## src/sv/ecbb_pkg.sv

```systemverilog
// ----------------------------------------------------------------------------
// ecbb_pkg
// Shared constants and types for the edge-clipped box blur.
// ----------------------------------------------------------------------------
package ecbb_pkg;

  localparam int MAX_SIDE    = 256;
  localparam int MAX_WINDOW  = 64;
  localparam int HEIGHT_BITS = 16;
  localparam int STORE_ROWS  = MAX_WINDOW + 1;
  localparam int COL_BITS    = $clog2(MAX_SIDE);
  localparam int RMOD_BITS   = $clog2(STORE_ROWS);
  localparam int ADDR_BITS   = RMOD_BITS + COL_BITS;
  localparam int DEPTH       = STORE_ROWS * MAX_SIDE;
  localparam int SIDE_BITS   = 9;
  localparam int WIN_BITS    = 7;
  localparam int POS_BITS    = 17;
  localparam int CNT_BITS    = 13;
  localparam int DEN_BITS    = CNT_BITS + 1;
  localparam int SUM_BITS    = HEIGHT_BITS + 2 * $clog2(MAX_WINDOW) + 1;
  localparam int NUM_BITS    = SUM_BITS + 1;
  localparam int MAG_BITS    = NUM_BITS - 1;
  localparam int STEP_BITS   = $clog2(MAG_BITS);

  localparam logic CFG_SIDE   = 1'b0;
  localparam logic CFG_WINDOW = 1'b1;
  localparam logic CMD_SAMPLE = 1'b0;
  localparam logic CMD_DRAIN  = 1'b1;

  typedef enum logic [4:0] {
    S_IDLE = 5'b00001,
    S_SUM  = 5'b00010,
    S_LAST = 5'b00100,
    S_DIV  = 5'b01000,
    S_OUT  = 5'b10000
  } state_t;

endpackage

```

## src/sv/ecbb_div.sv

```systemverilog
// ----------------------------------------------------------------------------
// ecbb_div
// Serial restoring divider, one quotient bit per cycle, truncates toward zero.
// ----------------------------------------------------------------------------
module ecbb_div import ecbb_pkg::*; (
  input  logic                          clk,
  input  logic                          rst,
  input  logic                          start,
  input  logic signed [NUM_BITS-1:0]    num,
  input  logic [DEN_BITS-1:0]           den,
  output logic                          done,
  output logic signed [HEIGHT_BITS-1:0] quot
);

  logic [MAG_BITS-1:0]  mag;
  logic [DEN_BITS-1:0]  rem;
  logic [DEN_BITS:0]    trial;
  logic [DEN_BITS-1:0]  dvs;
  logic                 neg;
  logic                 busy;
  logic [STEP_BITS-1:0] step;
  logic                 ge;
  logic [NUM_BITS-1:0]  num_abs;

  assign num_abs = num[NUM_BITS-1] ? NUM_BITS'(-num) : NUM_BITS'(num);
  assign trial   = {rem, mag[MAG_BITS-1]};
  assign ge      = trial >= {1'b0, dvs};
  assign quot    = neg ? HEIGHT_BITS'(-mag[HEIGHT_BITS-1:0]) : mag[HEIGHT_BITS-1:0];

  always_ff @(posedge clk) begin
    if (rst) begin
      busy <= 1'b0;
      done <= 1'b0;
      step <= '0;
    end else begin
      done <= 1'b0;
      if (start) begin
        busy <= 1'b1;
        step <= '0;
      end else if (busy) begin
        step <= step + 1'b1;
        if (step == STEP_BITS'(MAG_BITS - 1)) begin
          busy <= 1'b0;
          done <= 1'b1;
        end
      end
    end
  end

  always_ff @(posedge clk) begin
    if (start) begin
      mag <= num_abs[MAG_BITS-1:0];
      neg <= num[NUM_BITS-1];
      rem <= '0;
      dvs <= den;
    end else if (busy) begin
      rem <= ge ? DEN_BITS'(trial - {1'b0, dvs}) : trial[DEN_BITS-1:0];
      mag <= {mag[MAG_BITS-2:0], ge};
    end
  end

endmodule

```

## config.mk

```make
export PLATFORM = sky130hd
export DESIGN_NAME = ecbb_div
export DESIGN_NICKNAME = d
export VERILOG_FILES = /design/src/sv/ecbb_pkg.sv /design/src/sv/ecbb_div.sv
export SDC_FILE = /design/constraint.sdc
export NUM_CORES = 1
export LEC_CHECK = 0
export BUFFER_PORTS_ARGS = -buffer_cell sky130_fd_sc_hd__buf_2
export CORE_MARGIN = 8
export CORE_UTILIZATION = 37
export CTS_CLUSTER_SIZE = 10
export DETAILED_ROUTE_END_ITERATION = 16
export GPL_TIMING_DRIVEN = 0
export PLACE_DENSITY_LB_ADDON = 0.3
export SYNTH_ARGS = -nofsm -noshare
export SYNTH_HDL_FRONTEND = slang
export SYNTH_SLANG_ARGS = --single-unit
```

## constraint.sdc

```tcl
create_clock -name clk -period 3.2 [get_ports clk]
set_input_delay 0.16 -clock clk [delete_from_list [all_inputs] [get_ports clk]]
set_output_delay 0.16 -clock clk [all_outputs]
set_load 0.02 [all_outputs]
```

==> flow_metrics.env, run 1 <==
export IMPL_grt_pass1_vias=3794
export IMPL_syn_num_nets=546
export IMPL_initial_core_util_pct=37.83
export IMPL_io_buffers=63
export IMPL_power_w=0.002676
export IMPL_die_w_um=123.8
export IMPL_final_common_cell="buf_2"
export IMPL_synth_xor_area_share_pct=10.59
export IMPL_drt_total_wl_mm=11.16
export IMPL_period_needed_ns=2.741
export IMPL_synth_compound_area_share_pct=18.03
export IMPL_setup_viol=0
export IMPL_antenna_found_initial=0
export IMPL_fillers=1069
export IMPL_vias=3834
export IMPL_viasPerCell=5.362
export IMPL_dieHeight_um=123.8
export IMPL_skew_ns=0.006750
export IMPL_relSlewSlack_pct=19.91
export IMPL_dp_cells=685
export IMPL_ys_warn_count=0
export IMPL_instances_no_fill=715
export IMPL_clk_path_buf_depth=2
export IMPL_finalInstanceArea_mm2=0.005231
export IMPL_synth_seq_cells=65
export IMPL_mostFrequentLayoutCells="65 x buf_2, 58 x nor2_1, 44 x edfxtp_1, 35 x a21oi_1"
export IMPL_fin_hold_ws_ns=0.01889
export IMPL_yosys_area_share_adder_pct=5.992
export IMPL_critical_path_class="flip-flop to flip-flop"
export IMPL_tritoncts="yes"
export IMPL_hold_viol=0
export IMPL_clk_latency_ns=0.33
export IMPL_grt_max_degree=30
export IMPL_diodes=0
export IMPL_dpl_cell_area_mm2=0.004796
export IMPL_fmax_mhz=364.9
export IMPL_tightestPinTransition_ns=1.199
export IMPL_worstPathArrival_ns=2.98
export IMPL_fp_row_count=39
export IMPL_synth_edf_count=44
export IMPL_yosys_area_share_simple_pct=18.00
export IMPL_ir_drop_mv=0.2785
export IMPL_cts_buffers_inserted=9
export IMPL_clock_sinks=65
export IMPL_overflow=0
export IMPL_synth_distinct_cells=51
export IMPL_drv_slew=0
export IMPL_worstPathRequired_ns=3.44
export IMPL_first_pass_iters=5
export IMPL_drtIter0Drc=225
export IMPL_synthToLayoutAreaGrowth_pct=21.61
export IMPL_ys_seq_area_share_pct=40.49
export IMPL_startpoint_type="flip-flop"
export IMPL_synthMuxAreaShare_pct=2.036
export IMPL_outcome="complete, no violations"
export IMPL_synthArstFlopShare_pct=0
export IMPL_coreArea_mm2=0.01137
export IMPL_synth_cells=479
export IMPL_top_level_ports=64
export IMPL_rsz0062_at_grt="no"
export IMPL_cts_clk_slew_worst_paths_ns=0.06
export IMPL_grt_pass1_wl_mm=18.09
export IMPL_avgSynthCellArea_um2=8.980
export IMPL_place_gp_congestion=0.8726
export IMPL_hold_class="input port to flip-flop"
export IMPL_cts_root_buffer="clkbuf_16"
export IMPL_track_usage_pct=14.86
export IMPL_drc_errors=0
export IMPL_cts_htree_levels=3
export IMPL_critPathCaptureType="flip-flop"
export IMPL_dieArea_mm2=0.01533
export IMPL_synth_top_family_by_area="compound AO/OA/AOI/OAI gates"
export IMPL_nets=634
export IMPL_post_route_cells_drive_above_1_share_pct=16.78
export IMPL_final_antenna_net_count=0
export IMPL_maxCapViolCount=0
export IMPL_routedWlPerCell_um=15.61
export IMPL_powerDensity_mw_per_mm2=511.6
export IMPL_synth_ff_type="edfxtp_1"
export IMPL_dpl_hpwl_mm=8.247
export IMPL_setup_tns_ns=0
export IMPL_worst_path_max_fanout=5
export IMPL_power_leakage_nw=2.069
export IMPL_period_share_pct=85.64
export IMPL_netlist_area_mm2=0.004302
power by group:
part	total, W	internal, W	switching (W)
clock	0.000949	0.000590	0.000358
combinational	0.000675	0.000274	0.000400
sequential	0.00105	0.000994	0.0000597
total	0.00268	0.00186	0.000818
cell type report:
| type | instances | area (um^2) | area share, % |
|---|---|---|---|
| multi-input combinational | 360 | 2356 | 45.04 |
| sequential | 65 | 1742 | 33.29 |
| timing repair buffer | 77 | 455.4 | 8.706 |
| clock buffer | 12 | 267.8 | 5.118 |
| tap | 143 | 178.9 | 3.420 |
| inverter | 30 | 112.6 | 2.153 |
| buffer | 24 | 96.34 | 1.842 |
| clock inverter | 4 | 22.52 | 0.4305 |
metrics by stage:
step | worst slack (ns) | util [%]
3_5_place_dp | 0.3056 | 42.18
4_1_cts | 0.2861 | 45.97
2_1_floorplan | 0.8044 | -
6_report | 0.4595 | 46.01
3_3_place_gp | 0.2913 | 42.18
5_1_grt | 0.2409 | 46.01
repair_timing:
item,CTS,global route
endpoints found under the hold margin,14,0
hold buffers,14,0
buffers inserted,0,0
endpoints found under the setup margin,0,1
gates resized for setup,0,1
registers in the layout, indices dropped and copies added, names as in the netlist:
name / cells
mag: 29
dvs: 14
rem: 14
step: 5
busy: 1
done: 1
neg: 1
synthesized netlist by cell type, types with 13 or more instances:
cell type	n	area, um^2
nor3_1	13	65.06
xnor2_1	32	280.3
xor2_1	20	175.2
nand2_1	32	120.1
ha_1	19	237.7
a21oi_1	35	175.2
dfxtp_1	21	420.4
clkbuf_1	20	75.07
nand4_1	14	87.58
edfxtp_1	44	1321
inv_1	29	108.9
o21ai_0	26	130.1
nor2_1	58	217.7
per-layer routing:
metal	GRT usage [%]	routed length, um	up-vias
met3	3.581	819	13
met4	5.267	173	0
met2	24.34	5186	115
li1	-	-	1931
met5	0	0	-
met1	18.70	4983	1775
cell families (layout without fill, tap and decap cells):
| kind of cell | after synthesis | count (layout) |
|---|---|---|
| mux | 8 | 8 |
| buf+inv | 54 | 147 |
| flops | 65 | 65 |
| xor+xnor | 52 | 52 |
| compound gates | 117 | 117 |
| fa+ha+maj | 20 | 20 |
| simple gates | 163 | 163 |
worst paths after layout:
kind                               from      end  slack [ns]  cells after the start
worst max-delay path            mag[28]  rem[10]        0.46                     10
worst min-delay path                rst     busy        0.02                      2
worst max register to register  mag[28]  rem[10]        0.46                     10
worst min register to register  rem[11]  rem[11]        0.51                      2
critical path: stages (launching register included):
cell,delay (ns)
edfxtp_1,0.42
inv_1,0.11
ha_1,0.14
inv_1,0.04
fa_1,0.41
a211oi_2,0.45
o21ai_0,0.24
a41oi_1,0.29
xnor2_1,0.15
o21ai_0,0.12
a311oi_1,0.28
(Power assumes the default switching activity.)
==> run 2: changes to the inputs <==
--- a/config.mk
+++ b/config.mk
@@ -8,6 +8,7 @@
 export BUFFER_PORTS_ARGS = -buffer_cell sky130_fd_sc_hd__buf_2
 export CORE_MARGIN = 8
 export CORE_UTILIZATION = 37
+export CTS_BUF_LIST = sky130_fd_sc_hd__clkbuf_2
 export CTS_CLUSTER_SIZE = 10
 export DETAILED_ROUTE_END_ITERATION = 16
 export GPL_TIMING_DRIVEN = 0
==> constraint.sdc (replaced) <==
create_clock -name clk -period 3.2 [get_ports clk]
set_input_delay 0.16 -clock clk [delete_from_list [all_inputs] [get_ports clk]]
set_output_delay 0.16 -clock clk [all_outputs]
set_load 0.01 [all_outputs]
==> run 2 against run 1 <==
Net effect: final cell count increased by 0.70%; global-route usage decreased by 0.094 points; maximum frequency increased by 0.97%; die area unchanged; sequential power about the same; critical path depth unchanged; non-clock buffer count increased by 5; critical path type unchanged; largest cell class unchanged; highest routed layer unchanged.
==> flow_metrics.env, run 2 (synthesis results as in run 1) <==
export IMPL_dieHeight_um=123.8
export IMPL_first_pass_iters=5
export IMPL_p_switching_w=0.0007456
export IMPL_finalInstanceArea_mm2=0.005097
export IMPL_relSlewSlack_pct=20.50
export IMPL_clk_path_buf_depth=2
export IMPL_p_int_w=0.001449
export IMPL_track_usage_pct=14.76
export IMPL_antenna_found_initial=0
export IMPL_post_route_cells_drive_above_1_share_pct=16.64
export IMPL_maxCapViolCount=0
export IMPL_largestRegisters="mag (29), dvs (14), rem (14)"
export IMPL_period_needed_ns=2.714
export IMPL_fp_row_count=39
export IMPL_period_share_pct=84.82
export IMPL_regMostFlops="mag"
export IMPL_cts_root_buffer="clkbuf_2"
export IMPL_overflow=0
export IMPL_comb_power_share_pct=29.5
export IMPL_p_sw_share_pct=33.98
export IMPL_drv_slew=0
export IMPL_vias=3835
export IMPL_post_cts_buffers=0
export IMPL_viasPerCell=5.326
export IMPL_drt_total_wl_mm=11.09
export IMPL_grt_max_degree=30
export IMPL_io_buffers=63
export IMPL_dieArea_mm2=0.01533
export IMPL_diodes=0
export IMPL_place_gp_congestion=0.8726
export IMPL_tritoncts="yes"
export IMPL_final_common_cell="buf_2"
export IMPL_ir_drop_mv=0.2060
export IMPL_grt_pass1_vias=3803
export IMPL_cpLargestDelayFamily="compound AO/OA/AOI/OAI gates"
export IMPL_cts_htree_levels=3
export IMPL_startpoint_type="flip-flop"
export IMPL_dp_cells=685
export IMPL_initial_core_util_pct=37.83
export IMPL_cts_clk_slew_worst_paths_ns=0.19
export IMPL_hold_viol=0
export IMPL_routedWlPerCell_um=15.40
export IMPL_setup_viol=0
export IMPL_top_level_ports=64
export IMPL_drc_errors=0
export IMPL_coreArea_mm2=0.01137
export IMPL_worstPathRequired_ns=3.66
export IMPL_grt_pass1_wl_mm=18.02
export IMPL_final_antenna_net_count=0
export IMPL_cp_buffers_inverters=2
export IMPL_fin_hold_ws_ns=0.04193
export IMPL_critical_path_class="flip-flop to flip-flop"
export IMPL_power_leakage_nw=2.016
export IMPL_nets=639
export IMPL_instances_no_fill=720
export IMPL_mostFrequentLayoutCells="65 x buf_2, 58 x nor2_1, 44 x edfxtp_1, 35 x a21oi_1"
export IMPL_synthToLayoutAreaGrowth_pct=18.50
export IMPL_setup_tns_ns=0
export IMPL_drtIter0Drc=257
export IMPL_hold_class="input port to flip-flop"
export IMPL_outcome="complete, no violations"
export IMPL_worstPathArrival_ns=3.17
export IMPL_tightestPinTransition_ns=1.190
export IMPL_skew_ns=0.02705
export IMPL_powerDensity_mw_per_mm2=430.5
export IMPL_cpMaxStageDelayCell="edfxtp_1"
export IMPL_clk_latency_ns=0.53
export IMPL_fmax_mhz=368.4
export IMPL_clock_sinks=65
export IMPL_die_w_um=123.8
export IMPL_worst_path_max_fanout=5
export IMPL_path_cells="inv_1, ha_1, inv_1, fa_1, a211oi_2, o21ai_0, a41oi_1, xnor2_1, o21ai_0, a311oi_1"
export IMPL_max_stage_delay_ns=0.45
export IMPL_critPathCaptureType="flip-flop"
export IMPL_largest_reg_flops=29
export IMPL_sequentialPowerShare_pct=47.9
export IMPL_cts_buffers_inserted=9
export IMPL_rsz0062_at_grt="no"
export IMPL_dpl_cell_area_mm2=0.004796
export IMPL_dpl_hpwl_mm=8.247
export IMPL_pwr_share_clk_pct=22.7
-- run 2: per-layer routing --
layer | share of wire [%] | GRT usage [%] | wire length [um] | up-vias
li1 | - | - | - | 1943
met2 | 47 | 24.47 | 5200 | 114
met4 | 1.1 | 5.493 | 120 | 0
met5 | 0 | 0 | 0 | -
met3 | 6.5 | 2.992 | 724 | 12
met1 | 45 | 18.59 | 5042 | 1766
-- run 2: worst min-delay path: cells and delay by family --
family / cells / cell delay [ns]
buf+inv: 2 / 0.18
compound gates: 1 / 0.12
-- run 2: through the flow --
| stage | util (%) | power, W | setup slack, ns |
|---|---|---|---|
| global placement | 42.18 | 0.001677 | 0.2913 |
| finish | 44.83 | 0.002195 | 0.4858 |
| detailed placement | 42.18 | 0.001692 | 0.3056 |
| global route | 44.83 | 0.002320 | 0.2446 |
| floorplan | - | 0.001485 | 0.8044 |
| CTS | 44.79 | 0.002200 | 0.2611 |
-- run 2: final timing paths --
check	depth (start not counted)	from	endpoint	slack, ns
setup / recovery	10	mag[28]	rem[10]	0.49
hold / removal	3	num[0]	mag[0]	0.04
setup reg to reg	10	mag[28]	rem[10]	0.49
hold reg to reg	2	rem[11]	rem[11]	0.52
-- run 2: power groups by stage --
stage | logic, W | clock network (W) | registers (W)
3_5_place_dp | 0.000622 | 0 | 0.00107
3_3_place_gp | 0.000610 | 0 | 0.00107
5_1_grt | 0.000721 | 0.000537 | 0.00106
4_1_cts | 0.000644 | 0.000505 | 0.00105
6_report | 0.000647 | 0.000497 | 0.00105
2_1_floorplan | 0.000436 | 0 | 0.00105
-- run 2: layout make-up --
cell class                 instances  area (um^2)
tap                              143        178.9
timing repair buffer              82        505.5
fill                            1093         6272
clock buffer                      10        50.05
buffer                            24        96.34
sequential                        65         1742
inverter                          30        112.6
multi-input combinational        360         2356
clock inverter                     6        56.30
-- run 2: what timing repair did --
action                                  4_1_cts  5_1_grt
endpoints found under the hold margin        19        0
gates resized for setup                       0        1
endpoints found under the setup margin        0        1
hold buffers                                 19        0
==> run 3: changes to the inputs <==
--- a/config.mk
+++ b/config.mk
@@ -5,6 +5,7 @@
 export SDC_FILE = /design/constraint.sdc
 export NUM_CORES = 1
 export LEC_CHECK = 0
+export ABC_AREA = 1
 export BUFFER_PORTS_ARGS = -buffer_cell sky130_fd_sc_hd__buf_2
 export CORE_MARGIN = 8
 export CORE_UTILIZATION = 37
==> constraint.sdc (replaced) <==
create_clock -name clk -period 2.8 [get_ports clk]
set_input_delay 0.14 -clock clk [delete_from_list [all_inputs] [get_ports clk]]
set_output_delay 0.14 -clock clk [all_outputs]
set_load 0.01 [all_outputs]
==> run 3 against run 2 <==
Net effect: critical path depth decreased by 1; register-to-register slack better by 0.19 ns; sequential power increased by 9.5%; largest power group unchanged.
==> flow_metrics.env, run 3 <==
export IMPL_synth_seq_cells=65
export IMPL_grt_pass1_wl_mm=21.81
export IMPL_final_antenna_net_count=0
export IMPL_clk_path_buf_depth=2
export IMPL_cts_clk_slew_worst_paths_ns=0.20
export IMPL_worstPathArrival_ns=2.38
export IMPL_dieArea_mm2=0.01746
export IMPL_setup_tns_ns=0
export IMPL_hold_class="input port to flip-flop"
export IMPL_cts_buffers_inserted=9
export IMPL_cts_htree_levels=3
export IMPL_coreArea_mm2=0.01319
export IMPL_largest_reg_flops=29
export IMPL_overflow=0
export IMPL_synthToLayoutAreaGrowth_pct=22.11
export IMPL_tightestPinTransition_ns=1.245
export IMPL_clk_latency_ns=0.53
export IMPL_synth_top_area_cell="edfxtp_1"
export IMPL_synth_area_leaders="edfxtp_1 26%, nand2_1 15%, dfxtp_1 8.4%"
export IMPL_hold_viol=0
export IMPL_relSlewSlack_pct=16.94
export IMPL_critical_path_class="flip-flop to output port"
export IMPL_cts_resized=0
export IMPL_final_common_cell="nand2_1"
export IMPL_clock_sinks=65
export IMPL_multi_input_area_mm2=0.002683
export IMPL_period_needed_ns=2.518
export IMPL_routedWlPerCell_um=12.96
export IMPL_ff_latch_area_mm2=0.001742
export IMPL_grt_max_degree=34
export IMPL_outcome="complete, no violations"
export IMPL_power_leakage_nw=2.969
export IMPL_syn_num_nets=766
export IMPL_worst_path_max_fanout=3
export IMPL_tritoncts="yes"
export IMPL_power_w=0.002601
export IMPL_drt_total_wl_mm=12.86
export IMPL_yosysMostFrequentCell="nand2_1"
export IMPL_fp_row_count=42
export IMPL_synth_common_cells="199 x nand2_1, 109 x inv_1, 68 x nand3_1"
export IMPL_initial_core_util_pct=37.84
export IMPL_powerDensity_mw_per_mm2=426.8
export IMPL_io_buffers=63
export IMPL_startpoint_type="flip-flop"
export IMPL_antenna_found_initial=0
export IMPL_yosysTopAreaCellShare_pct=26.47
export IMPL_synth_cells=699
export IMPL_regMostFlops="mag"
export IMPL_vias=4626
export IMPL_period_share_pct=89.91
export IMPL_nets=878
export IMPL_track_usage_pct=15.17
export IMPL_grt_pass1_vias=4504
export IMPL_skew_ns=0.02812
export IMPL_drc_errors=0
export IMPL_synth_ff_type="edfxtp_1"
export IMPL_drv_slew=0
export IMPL_rsz0062_at_grt="no"
export IMPL_setup_viol=0
export IMPL_ys_warn_count=0
export IMPL_maxCapViolCount=0
export IMPL_avgSynthCellArea_um2=7.140
export IMPL_synth_distinct_cells=45
export IMPL_dpl_hpwl_mm=9.835
export IMPL_place_gp_congestion=0.9606
export IMPL_fillers=1333
export IMPL_critPathCaptureType="output port"
export IMPL_synth_edf_count=44
export IMPL_synthArstFlopShare_pct=0
export IMPL_first_pass_iters=6
export IMPL_drtIter0Drc=349
export IMPL_post_route_cells_drive_above_1_share_pct=16.05
export IMPL_cts_root_buffer="clkbuf_2"
export IMPL_dieHeight_um=132.1
export IMPL_worstPathRequired_ns=2.66
export IMPL_largestRegisters="mag (29), dvs (14), rem (14)"
export IMPL_ir_drop_mv=0.2066
export IMPL_mostFrequentLayoutCells="199 x nand2_1, 109 x inv_1, 68 x nand3_1, 65 x buf_2, 52 x nor2_1"
export IMPL_top_level_ports=64
export IMPL_diodes=0
export IMPL_viasPerCell=4.663
export IMPL_netlist_area_mm2=0.004991
export IMPL_die_w_um=132.1
export IMPL_ys_seq_area_share_pct=34.90
export IMPL_fmax_mhz=397.2
-- run 3: cell count changes after synthesis, moves of 8 or more --
cell	delta
nor4_1	-8
xnor2_1	-24
o31ai_1	-9
nand2_1	+167
clkbuf_1	-12
a21oi_1	-22
nand3_1	+58
a311oi_1	-8
nand3_2	+12
nand2_2	+13
inv_1	+80
-- run 3: final timing paths --
kind / startpoint / endpoint / slack, ns / cells past startpoint
setup / recovery: mag[0] / quot[14] / 0.28 / 9
hold / removal: num[24] / mag[24] / 0.06 / 5
setup reg to reg: mag[28] / rem[6] / 0.68 / 11
hold reg to reg: rem[6] / rem[6] / 0.49 / 2
-- run 3: per-stage QoR --
step                      instances  util [%]  cell area [um^2]  hold WS, ns  setup WS (ns)
after detailed placement        938     41.90              5527       0.3181         0.6914
after global placement          938     41.90              5527       0.3100         0.6996
final                           992     46.21              6095      0.05915         0.2825
after global routing            992     46.21              6095      0.03510        0.05751
after CTS                       992     46.21              6095    0.0002227         0.1949
after floorplan                 699         -              4991       0.2091         0.9613
-- run 3: cells by family after synthesis --
logic type,synth area share (%)
simple gates,36.65
flops,34.90
fa+ha+maj,5.164
compound gates,5.967
buf+inv,11.36
xor+xnor,5.966
-- run 3: report_power, final --
group / leakage [nW] / total [W] / switching (W) / internal [W]
logic: 2.25 / 0.000584 / 0.000352 / 0.000232
registers: 0.614 / 0.00115 / 0.0000406 / 0.00111
clock network: 0.106 / 0.000863 / 0.000388 / 0.000476
total: 2.97 / 0.00260 / 0.000780 / 0.00182
-- run 3: layer usage --
layer	share of wire (%)	up-vias	track usage [%]
met5	0	-	0
li1	-	2470	-
met3	3.9	8	3.468
met2	47	87	25.38
met1	48	2061	19.16
met4	0.80	0	4.020
-- run 3: layout make-up --
class	instances	share of cell area, %
timing repair buffer	101	11.41
clock buffer	9	0.7391
clock inverter	7	2.340
tap	176	3.613
buffer	20	2.340
inverter	113	6.960
multi-input combinational	501	44.02
sequential	65	28.58
-- run 3: repair_timing --
action	CTS	global route
hold buffers	38	0
endpoints found under the hold margin	38	0
setup buffers	0	0
-- run 3: worst max-delay path: stages, from the launching register on --
cell and delay (ns):
edfxtp_1 0.43, inv_1 0.12, ha_1 0.17, inv_1 0.05
nor4_1 0.42, nand2_1 0.13, xor2_1 0.16, nand2_1 0.07
o21ai_0 0.12, buf_2 0.18
